--- src/hdl/dstq_pkg.sv ---
// Shared types and constants for the deadline-sorted timer queue.
package dstq_pkg;

    localparam int unsigned KIND_W      = 2;
    localparam int unsigned SLOT_W      = 4;
    localparam int unsigned THR_W       = 16;
    localparam int unsigned ELAPSED_W   = 16;
    localparam int unsigned MAX_RESULTS = 16;
    localparam int unsigned NFIRE_W     = $clog2(MAX_RESULTS + 1);
    localparam logic [THR_W-1:0] THR_RESET = 16'd7500;

    localparam logic [KIND_W-1:0] KIND_SET    = 2'd0;
    localparam logic [KIND_W-1:0] KIND_REMOVE = 2'd1;
    localparam logic [KIND_W-1:0] KIND_TICK   = 2'd2;

    localparam logic ACT_WAKEUP  = 1'b0;
    localparam logic ACT_MESSAGE = 1'b1;

    localparam logic ST_OK    = 1'b0;
    localparam logic ST_EMPTY = 1'b1;

    typedef struct packed {
        logic [31:0] deadline;
        logic        action;
        logic [7:0]  target;
        logic [31:0] payload;
    } t_entry;

    typedef struct packed {
        logic              fired;
        logic [SLOT_W-1:0] slot;
        logic              action;
        logic [7:0]        target;
        logic [31:0]       payload;
        logic              status;
        logic              last;
    } t_res;

    typedef enum logic [3:0] {
        S_IDLE,
        S_UL0,
        S_UL1,
        S_UL2,
        S_ULDONE,
        S_SETW,
        S_IN0,
        S_IN1,
        S_IN3,
        S_TK0,
        S_TK1,
        S_TK2,
        S_OUT
    } t_state;

endpackage

--- src/hdl/deadline_sorted_timer_queue_top.sv ---
// Deadline-sorted timer queue: linked list of timer slots held in on-chip memory.
//
// Timers live in two memories with registered reads (entry data and next link) walked by a
// sequencer; one transaction is taken at a time. A set walks the list once to unlink the slot
// if it is queued and, unless its interval is at most the threshold and it fires at once, once
// to insert it; a remove of a queued slot walks it once to unlink, at one entry a cycle. A tick
// fires due timers from the list head. The next input transaction is taken while a result
// still waits on the output register. s_tdata packs, from bit 0: slot[3:0], interval[35:4],
// action[36], target[44:37], payload[76:45], elapsed[92:77]; s_tuser is kind. m_tdata
// packs: slot[3:0], action[4], target[12:5], payload[44:13]; m_tuser is fired[0], status[1];
// m_tlast ends the results of one input transaction. No clearing pass is needed after reset.
module deadline_sorted_timer_queue_top
    import dstq_pkg::*;
#(
    parameter int unsigned MAX_TIMERS = 16
) (
    input  logic         i_clk,
    input  logic         i_rst_n,
    input  logic         i_cfg_we,
    input  logic [15:0]  i_cfg_wdata,
    input  logic         i_s_tvalid,
    output logic         o_s_tready,
    input  logic [95:0]  i_s_tdata,  // slot, interval, action, target, payload, elapsed
    input  logic [1:0]   i_s_tuser,  // kind
    output logic         o_m_tvalid,
    input  logic         i_m_tready,
    output logic [47:0]  o_m_tdata,  // slot, action, target, payload
    output logic [1:0]   o_m_tuser,  // fired, status
    output logic         o_m_tlast
);

    localparam int unsigned IW = (MAX_TIMERS > 1) ? $clog2(MAX_TIMERS) : 1;
    localparam int unsigned LW = $clog2(MAX_TIMERS + 1);

    t_entry          mem_data [MAX_TIMERS];
    logic [IW-1:0]   mem_link [MAX_TIMERS];
    t_entry          r_rd_data;
    logic [IW-1:0]   r_rd_link;

    t_state          r_state, n_state;
    logic [KIND_W-1:0] r_kind, n_kind;
    logic [IW-1:0]   r_slot, n_slot;
    logic [31:0]     r_interval, n_interval;
    logic            r_action, n_action;
    logic [7:0]      r_target, n_target;
    logic [31:0]     r_payload, n_payload;
    logic [31:0]     r_dl, n_dl;
    logic [31:0]     r_now, n_now;
    logic [IW-1:0]   r_head, n_head;
    logic [LW-1:0]   r_len, n_len;
    logic [IW-1:0]   r_cur, n_cur;
    logic [IW-1:0]   r_prev, n_prev;
    logic            r_have_prev, n_have_prev;
    logic [LW-1:0]   r_cnt, n_cnt;
    logic [IW-1:0]   r_slink, n_slink;
    logic [NFIRE_W-1:0] r_nfire, n_nfire;
    logic [MAX_TIMERS-1:0] r_valid, n_valid;
    logic [THR_W-1:0] r_thr;
    t_res            r_pend, n_pend;
    logic            r_more, n_more;
    t_res            r_out, n_out;
    logic            r_ovalid, n_ovalid;

    logic [IW-1:0]   raddr;
    logic            w_data_en;
    t_entry          w_data;
    logic            w_link_en;
    logic [IW-1:0]   w_link_addr;
    logic [IW-1:0]   w_link_data;
    logic            out_free;
    logic [SLOT_W-1:0] in_slot;
    t_res            res_empty;

    assign in_slot   = i_s_tdata[3:0];
    assign out_free  = !r_ovalid || i_m_tready;
    assign res_empty = '{fired: 1'b0, slot: '0, action: 1'b0, target: '0, payload: '0,
                         status: ST_OK, last: 1'b1};

    always_ff @(posedge i_clk) begin
        if (w_data_en) begin
            mem_data[r_slot] <= w_data;
        end
        if (w_link_en) begin
            mem_link[w_link_addr] <= w_link_data;
        end
        r_rd_data <= mem_data[raddr];
        r_rd_link <= mem_link[raddr];
    end

    always_ff @(posedge i_clk) begin
        if (!i_rst_n) begin
            r_state  <= S_IDLE;
            r_now    <= '0;
            r_head   <= '0;
            r_len    <= '0;
            r_valid  <= '0;
            r_thr    <= THR_RESET;
            r_ovalid <= 1'b0;
            r_nfire  <= '0;
            r_more   <= 1'b0;
        end else begin
            r_state  <= n_state;
            r_now    <= n_now;
            r_head   <= n_head;
            r_len    <= n_len;
            r_valid  <= n_valid;
            r_ovalid <= n_ovalid;
            r_nfire  <= n_nfire;
            r_more   <= n_more;
            if (i_cfg_we) begin
                r_thr <= i_cfg_wdata;
            end
        end
    end

    always_ff @(posedge i_clk) begin
        r_kind      <= n_kind;
        r_slot      <= n_slot;
        r_interval  <= n_interval;
        r_action    <= n_action;
        r_target    <= n_target;
        r_payload   <= n_payload;
        r_dl        <= n_dl;
        r_cur       <= n_cur;
        r_prev      <= n_prev;
        r_have_prev <= n_have_prev;
        r_cnt       <= n_cnt;
        r_slink     <= n_slink;
        r_pend      <= n_pend;
        r_out       <= n_out;
    end

    always_comb begin
        n_state     = r_state;
        n_kind      = r_kind;
        n_slot      = r_slot;
        n_interval  = r_interval;
        n_action    = r_action;
        n_target    = r_target;
        n_payload   = r_payload;
        n_dl        = r_dl;
        n_now       = r_now;
        n_head      = r_head;
        n_len       = r_len;
        n_cur       = r_cur;
        n_prev      = r_prev;
        n_have_prev = r_have_prev;
        n_cnt       = r_cnt;
        n_slink     = r_slink;
        n_nfire     = r_nfire;
        n_valid     = r_valid;
        n_pend      = r_pend;
        n_more      = r_more;
        n_out       = r_out;
        n_ovalid    = r_ovalid && !i_m_tready;
        raddr       = r_head;
        w_data_en   = 1'b0;
        w_data      = '{deadline: r_now + r_interval, action: r_action, target: r_target,
                        payload: r_payload};
        w_link_en   = 1'b0;
        w_link_addr = r_slot;
        w_link_data = '0;
        o_s_tready  = (r_state == S_IDLE);

        case (r_state)
            S_IDLE: begin
                if (i_s_tvalid) begin
                    n_kind     = i_s_tuser;
                    n_slot     = IW'(in_slot);
                    n_interval = i_s_tdata[35:4];
                    n_action   = i_s_tdata[36];
                    n_target   = i_s_tdata[44:37];
                    n_payload  = i_s_tdata[76:45];
                    n_pend     = res_empty;
                    n_more     = 1'b0;
                    n_nfire    = '0;
                    n_state    = S_OUT;
                    case (i_s_tuser)
                        KIND_SET: begin
                            if (32'(in_slot) < MAX_TIMERS) begin
                                if (r_valid[IW'(in_slot)] && (r_len != '0)) begin
                                    n_state = S_UL0;
                                end else begin
                                    n_state = S_SETW;
                                end
                            end
                        end
                        KIND_REMOVE: begin
                            if (r_len == '0) begin
                                n_pend.status = ST_EMPTY;
                            end else if ((32'(in_slot) < MAX_TIMERS) &&
                                         r_valid[IW'(in_slot)]) begin
                                n_state = S_UL0;
                            end
                        end
                        KIND_TICK: begin
                            n_now   = r_now + 32'(i_s_tdata[92:77]);
                            n_state = S_TK0;
                        end
                        default: begin
                            n_state = S_OUT;
                        end
                    endcase
                end
            end
            S_UL0: begin
                raddr   = r_slot;
                n_state = S_UL1;
            end
            S_UL1: begin
                n_slink        = r_rd_link;
                n_valid[r_slot] = 1'b0;
                if (r_head == r_slot) begin
                    n_head  = r_rd_link;
                    n_len   = r_len - 1'b1;
                    n_state = S_ULDONE;
                end else begin
                    n_prev  = r_head;
                    n_cnt   = LW'(1);
                    raddr   = r_head;
                    n_state = S_UL2;
                end
            end
            S_UL2: begin
                if (r_cnt < r_len) begin
                    if (r_rd_link == r_slot) begin
                        w_link_en   = 1'b1;
                        w_link_addr = r_prev;
                        w_link_data = r_slink;
                        n_len       = r_len - 1'b1;
                        n_state     = S_ULDONE;
                    end else begin
                        n_prev = r_rd_link;
                        n_cnt  = r_cnt + 1'b1;
                        raddr  = r_rd_link;
                    end
                end else begin
                    n_state = S_ULDONE;
                end
            end
            S_ULDONE: begin
                n_state = (r_kind == KIND_SET) ? S_SETW : S_OUT;
            end
            S_SETW: begin
                w_data_en = 1'b1;
                n_dl      = r_now + r_interval;
                if (r_interval <= 32'(r_thr)) begin
                    n_pend.fired   = 1'b1;
                    n_pend.slot    = SLOT_W'(r_slot);
                    n_pend.action  = r_action;
                    n_pend.target  = r_target;
                    n_pend.payload = (r_action == ACT_MESSAGE) ? r_payload : '0;
                    n_state        = S_OUT;
                end else begin
                    n_state = S_IN0;
                end
            end
            S_IN0: begin
                n_valid[r_slot] = 1'b1;
                if (r_len == '0) begin
                    n_head      = r_slot;
                    w_link_en   = 1'b1;
                    w_link_addr = r_slot;
                    w_link_data = '0;
                    n_len       = r_len + 1'b1;
                    n_state     = S_OUT;
                end else begin
                    raddr       = r_head;
                    n_cur       = r_head;
                    n_cnt       = '0;
                    n_have_prev = 1'b0;
                    n_state     = S_IN1;
                end
            end
            S_IN1: begin
                w_link_en   = 1'b1;
                w_link_addr = r_slot;
                if (r_dl < r_rd_data.deadline) begin
                    w_link_data = r_cur;
                    if (r_have_prev) begin
                        n_state = S_IN3;
                    end else begin
                        n_head  = r_slot;
                        n_len   = r_len + 1'b1;
                        n_state = S_OUT;
                    end
                end else if (LW'(r_cnt + 1'b1) < r_len) begin
                    w_link_en   = 1'b0;
                    n_prev      = r_cur;
                    n_have_prev = 1'b1;
                    n_cnt       = r_cnt + 1'b1;
                    n_cur       = r_rd_link;
                    raddr       = r_rd_link;
                end else begin
                    w_link_data = '0;
                    n_prev      = r_cur;
                    n_state     = S_IN3;
                end
            end
            S_IN3: begin
                w_link_en   = 1'b1;
                w_link_addr = r_prev;
                w_link_data = r_slot;
                n_len       = r_len + 1'b1;
                n_state     = S_OUT;
            end
            S_TK0: begin
                if ((r_len != '0) && (r_nfire < NFIRE_W'(MAX_RESULTS))) begin
                    n_state = S_TK1;
                end else begin
                    n_pend  = res_empty;
                    n_more  = 1'b0;
                    n_state = S_OUT;
                end
            end
            S_TK1: begin
                if (r_rd_data.deadline <= r_now) begin
                    n_pend.fired   = 1'b1;
                    n_pend.slot    = SLOT_W'(r_head);
                    n_pend.action  = r_rd_data.action;
                    n_pend.target  = r_rd_data.target;
                    n_pend.payload = (r_rd_data.action == ACT_MESSAGE) ?
                                     r_rd_data.payload : '0;
                    n_pend.status  = ST_OK;
                    n_pend.last    = 1'b1;
                    n_valid[r_head] = 1'b0;
                    n_head         = r_rd_link;
                    n_len          = r_len - 1'b1;
                    n_nfire        = r_nfire + 1'b1;
                    n_more         = 1'b0;
                    if ((r_len == LW'(1)) ||
                        (r_nfire == NFIRE_W'(MAX_RESULTS - 1))) begin
                        n_state = S_OUT;
                    end else begin
                        raddr   = r_rd_link;
                        n_state = S_TK2;
                    end
                end else begin
                    n_pend  = res_empty;
                    n_more  = 1'b0;
                    n_state = S_OUT;
                end
            end
            S_TK2: begin
                n_more      = (r_rd_data.deadline <= r_now);
                n_pend.last = !(r_rd_data.deadline <= r_now);
                n_state     = S_OUT;
            end
            S_OUT: begin
                if (out_free) begin
                    n_out    = r_pend;
                    n_ovalid = 1'b1;
                    n_state  = r_more ? S_TK0 : S_IDLE;
                end
            end
            default: begin
                n_state = S_IDLE;
            end
        endcase
    end

    assign o_m_tvalid = r_ovalid;
    assign o_m_tdata  = {3'b000, r_out.payload, r_out.target, r_out.action, r_out.slot};
    assign o_m_tuser  = {r_out.status, r_out.fired};
    assign o_m_tlast  = r_out.last;

endmodule

--- config.mk ---
export PLATFORM = sky130hd
export DESIGN_NAME = deadline_sorted_timer_queue_top
export DESIGN_NICKNAME = d
export VERILOG_FILES = /design/src/hdl/dstq_pkg.sv /design/src/hdl/deadline_sorted_timer_queue_top.sv
export SDC_FILE = /design/constraint.sdc
export NUM_CORES = 2
export LEC_CHECK = 0
export BUFFER_PORTS_ARGS = -buffer_cell sky130_fd_sc_hd__buf_2
export CORE_ASPECT_RATIO = 0.7
export CORE_MARGIN = 3
export CORE_UTILIZATION = 60
export CTS_CLUSTER_DIAMETER = 150
export DETAILED_ROUTE_END_ITERATION = 6
export GPL_TIMING_DRIVEN = 1
export PLACE_DENSITY_LB_ADDON = 0.25
export SLEW_MARGIN = 15
export SYNTH_ARGS = -nofsm -noshare
export SYNTH_HDL_FRONTEND = slang
export SYNTH_SLANG_ARGS = --single-unit
--- constraint.sdc ---
create_clock -name i_clk -period 5.6 [get_ports i_clk]
set_input_delay 1.12 -clock i_clk [delete_from_list [all_inputs] [get_ports i_clk]]
set_output_delay 1.12 -clock i_clk [all_outputs]
set_load 0.02 [all_outputs]
======== After elaboration in Yosys (flattened, before gate mapping) ========
Memories as Yosys holds them, arrays and structs flattened. A register that Yosys moved wholly into a read port is not among the register bits.
Cells that the tools add are included.
storage, ports and cells
  flip-flop bits (word level) ............. 309
  RAM bits ................................ 1232
  bits of input ports ..................... 119
  output and inout bits ................... 53
  logic and storage cells ................. 240
  memories kept ........................... 2
memory list
  memory    words  width  rd ports  clocked after memory_dff  write ports  line                                   text
  mem_data  16     73     1         1                         1            deadline_sorted_timer_queue_top.sv:35  t_entry mem_data [MAX_TIMERS];
  mem_link  16     4      1         1                         1            deadline_sorted_timer_queue_top.sv:36  logic [IW-1:0] mem_link [MAX_TIMERS];
operators by class
  $add $sub $neg .......................... 6
  order comparisons ....................... 11
  equality and inequality tests ........... 36
  mux-type cells .......................... 105
  bitwise operators ....................... 5
  reductions and logical operators ........ 40
operators by type and width
  kind                                                                    count
  46-bit case mux with 4 select lines                                     1
  4-bit two-way mux                                                       36
  48-bit two-way mux                                                      3
  5-bit two-way mux                                                       15
  32-bit two-way mux                                                      2
  16-bit case mux with 3 select lines                                     1
  4-bit case mux with 12 select lines                                     1
  46-bit two-way mux                                                      1
  4-bit case mux with 3 select lines                                      3
  32-bit by 16-bit adder with 32-bit output                               1
  32-bit adder                                                            1
  16-bit AND                                                              2
  32-bit by 16-bit <= comparator with 1-bit output                        1
  32-bit <= comparator                                                    1
  32-bit < comparator                                                     1
  2-bit != test (second input constant)                                   16
  16-bit inverter                                                         2
  4-bit case mux with 4 select lines                                      2
  5-bit case mux with 6 select lines                                      1
  1-bit two-way mux                                                       21
  4-bit equality test (second input constant)                             5
  5-bit case mux with 4 select lines                                      1
  4-bit by 3-bit equality test with 1-bit output (second input constant)  4
  16-bit two-way mux                                                      1
  other kinds (42)                                                        80

======== Depth between registers and ports, before layout ========
  depth in word-level cells ............... 8
  depth in mapped cells ................... 18

======== Worst setup path before layout ========
OpenSTA, ideal clock, no wires.
  path type ............................... input to register
  start point ............................. in i_m_tready
  end point ............................... reg r_out (netlist bit o_m_tdata[0]) (enable)
  setup time .............................. 513 ps
  arrival ................................. 4486 ps
  data required time ...................... 5087 ps
  setup slack ............................. 601 ps
  stages .................................. 2
  buffers on the path ..................... 0
  cell sequence ........................... nor2b_1 > nor3_1
on the way
  cells in the longest elaborated chain, start to end .. 2
RTL lines
  item                           line                                    text
  start, declared                deadline_sorted_timer_queue_top.sv:26   input logic i_m_tready,
  1-bit logical OR               deadline_sorted_timer_queue_top.sv:75   assign out_free = !r_ovalid || i_m_tready;
  2-bit AND reduction (no line)  -
  end signal, assigned           deadline_sorted_timer_queue_top.sv:130  r_out <= n_out;
  end, declared                  deadline_sorted_timer_queue_top.sv:61   t_res r_out, n_out;
No other way between the ends.
A chain may end at the register's enable or synchronous reset.

======== Final worst setup path ========
  start point ............................. reg r_now[7]
  end point ............................... reg r_rd_data[13] (netlist name)
on the way
  cells in the longest elaborated chain, start to end .. 3
RTL lines
  item                                line                                    text
  start, declared                     deadline_sorted_timer_queue_top.sv:48   logic [31:0] r_now, n_now;
  start signal, assigned              deadline_sorted_timer_queue_top.sv:103  r_now <= n_now;
  32-bit <= comparator                deadline_sorted_timer_queue_top.sv:317  if (r_rd_data.deadline <= r_now) begin
  4-bit two-way mux                   deadline_sorted_timer_queue_top.sv:317
  4-bit case mux with 4 select lines  deadline_sorted_timer_queue_top.sv:165  case (r_state)
No other way between the ends.

==> out/results.txt <==
final std cells w/o fill = 7040
largest cells by area after synthesis = edfxtp_1 66%, nand2_1 7.7%, nand3_1 5.6%, dfxtp_1 4.9%, ha_1 2.7%
largest net degree at the start of global routing = 109
EDFF count, synth = 1457
H-tree levels = 4
most instantiated cells after synthesis = 1457 x edfxtp_1, 1354 x nand2_1, 740 x nand3_1
antenna violations before repair = 3
Final nets = 5732
starting density of the core = 60.7%
Max Slew Vio Count = 0
Clk pwr share = 27.5%
yosys warns = 0
crit-path max FO = 37
TritonRoute pass-1 iters = 6
met1 Use GR = 42.7%
CTS Buf Count = 147
Yosys reg bits = 1618
routed len/inst = 23.2 um
final setup TNS = 0 ns
run status = complete, no violations
Setup Fix Bufs, Post-CTS = 0
Final Hold Viols = 0
combinational power share = 29.9%
Syn Area/Cell = 12.4 um^2
met3 Resource Use GR = 4.22%
Slew Limit Headroom = 22.5%
Iter 0 DRT Violations = 5601
fin crit period = 4.88 ns
final setup violation count = 0
CTS tree = yes
dpl cells = 6764
met2 usage = 43.1%
Yosys cell types = 83
netlist area before placement = 66100 um^2
DIE HEIGHT = 284 um
Total Power = 37.6 mW
register area share after synthesis = 71.1%
RSZ-0062 raised after global routing = false
Least-Margin Pin Slew = 1.16 ns
HPWL Detailed = 90800 um
GRT Total Usage = 28.3%
NetSw = 13.0 mW
Pwr Density = 508 nW/um^2
CP Data Required Time = 6.24 ns
Final WS setup = 0.718 ns
Chip Width = 403 um
max incr delay on CP = 0.84 ns
Worst setup SP type = flip-flop
vias in the first global route = 41200
critical path's most frequent cell = nand3_1
Crit-path slowest cell = o31ai_1
clk buf depth = 3
worst path cell trace = inv_1, ha_1, a21oi_1, o21ai_0, a221o_1, o31ai_1, a21boi_2, nor3_2, o21ai_1, a2bb2oi_4, buf_12, nand3_1, nand4_1, nand3_1
port bufs = 165
leading area contributor after synthesis = edfxtp_1
share of layout cells above drive strength 1 = 10.3%
VDD IR max = 422 uV
arrival time at the worst endpoint = 5.52 ns
max_cap viols = 0
FMAX = 205 MHz
Crit. End Element = flip-flop
antenna viol nets, final = 0
global-route wire length before repair = 247000 um
die area = 114000 um^2
Top Ports = 172
HP Class = reg2reg
drc violations = 0
count leader, synth = edfxtp_1
P&R area growth vs syn = 12.2%
cell count after synthesis = 5331
Layout Skew = 0.0260 ns
Sink Count = 1618
num rows = 101
Post-CTS Resized = 0
post-DR vias/cell = 6.17
clk root buf = clkbuf_16
CP Class = reg2reg
Net Sw Frac = 34.6%
ys flop type = edfxtp_1
Int Power = 24.6 mW
Yosys top cell area share = 66.2%
filler cell count = 7419
CTS clk-pin slew, worst paths = 0.06 ns
DP Worst Slack = 0.818 ns
Final period util = 87.2%
share of power burned in registers = 42.7%
clk_lat worst skew = 0.77 ns
via count = 43400
WL final = 163000 um
GR peak layer = met2
P_leak = 26.4 nW
placer congestion estimate = 0.880
# hold bufs at CTS = 0
Core Area = 109000 um^2
asr flop ratio synth = 0%
grt ovf = 0
placed cells by master (no fill, tap or decap), types with 12 or more instances in the layout:
cell	instances
nor2_4	15
bufinv_16	17
and3_1	18
clkbuf_16	151
mux2i_1	26
dfxtp_1	161
buf_12	45
nor3_1	31
nand4_1	170
buf_4	82
clkbuf_8	13
a21oi_1	112
nand2b_1	15
and2_1	12
clkinv_2	22
xor2_1	15
o211ai_1	14
clkinv_1	22
nor2b_1	21
buf_2	165
o21ai_0	78
nor4_1	15
nand2_1	1354
inv_1	114
a31oi_1	93
a22o_1	42
nand3_1	740
edfxtp_1	1457
nor2_1	149
clkbuf_1	30
ha_1	140
or3_1	14
a21o_1	29
a211oi_1	19
xnor2_1	44
metrics by stage:
stage	utilization (%)	area (um^2)	hold WS, ns
floorplan	-	66100	0.400
global placement	63.5	69100	0.401
detailed placement	63.5	69100	0.405
CTS	68.1	74000	0.412
global route	68.1	74100	0.411
finish	68.1	74100	0.406
registers in the layout, summed over array words and instances (netlist names), 45 cells and up:
name and cells:
mem_data 1168, mem_link 64, r_pend 48, r_rd_data 73
o_m_tdata 45
worst max-delay path, delay by kind of cell, from the launching register on:
kind	cells	cell delay (ns)
AOI/OAI and AO/OA	7	2.79
DFF	1	0.43
adders and majority gates	1	0.30
buffers and inverters	2	0.41
and+or+nand+nor	4	0.78
worst paths after layout:
path / startpoint / to / slack [ns] / cells past startpoint
max: r_now[7]$_SDFFE_PN0P_ / r_rd_data[13]$_DFF_P_ / 0.72 / 14
min: r_pend[15]$_DFFE_PP_ / o_m_tdata[26]$_DFFE_PP_ / 0.41 / 0
max reg2reg: r_now[7]$_SDFFE_PN0P_ / r_rd_data[13]$_DFF_P_ / 0.72 / 14
min reg2reg: r_pend[15]$_DFFE_PP_ / o_m_tdata[26]$_DFFE_PP_ / 0.41 / 0
per-layer routing:
metal  part of all wire (%)  vias to the layer above
li1                       -                    19700
met1                     42                    21100
met2                     46                     2307
met3                    9.9                      321
met4                    2.6                        0
met5                      0                        -
power groups by stage:
stage | combinational (mW) | sequential, mW | clock [mW]
after global routing | 12.4 | 16.2 | 10.9
after CTS | 11.2 | 16.0 | 10.5
after detailed placement | 11.1 | 16.3 | 0
final | 11.2 | 16.1 | 10.3
after floorplan | 7.58 | 15.9 | 0
after global placement | 10.8 | 16.3 | 0
logic make-up after synthesis:
| family | Yosys count | share of synthesized area (%) |
|---|---|---|
| simple gates | 2581 | 17.3 |
| flops | 1618 | 71.1 |
| compound gates | 470 | 4.76 |
| buf+inv | 422 | 2.72 |
| fa+ha+maj | 142 | 2.71 |
| xor+xnor | 66 | 0.875 |
| mux | 31 | 0.547 |
| other cells | 1 | 0.00568 |
cell type report:
class                      count  area, um^2  area share (%)
antenna                        1        2.50         0.00338
clock buffer                 194        4070            5.49
tap                         1442        1800            2.43
inverter                     119         449           0.606
timing repair buffer         292        2340            3.16
clock inverter                81         912            1.23
sequential                  1618       47000            63.4
multi-input combinational   3293       17500            23.7
Note: power is estimated with default switching activity, not from simulation.
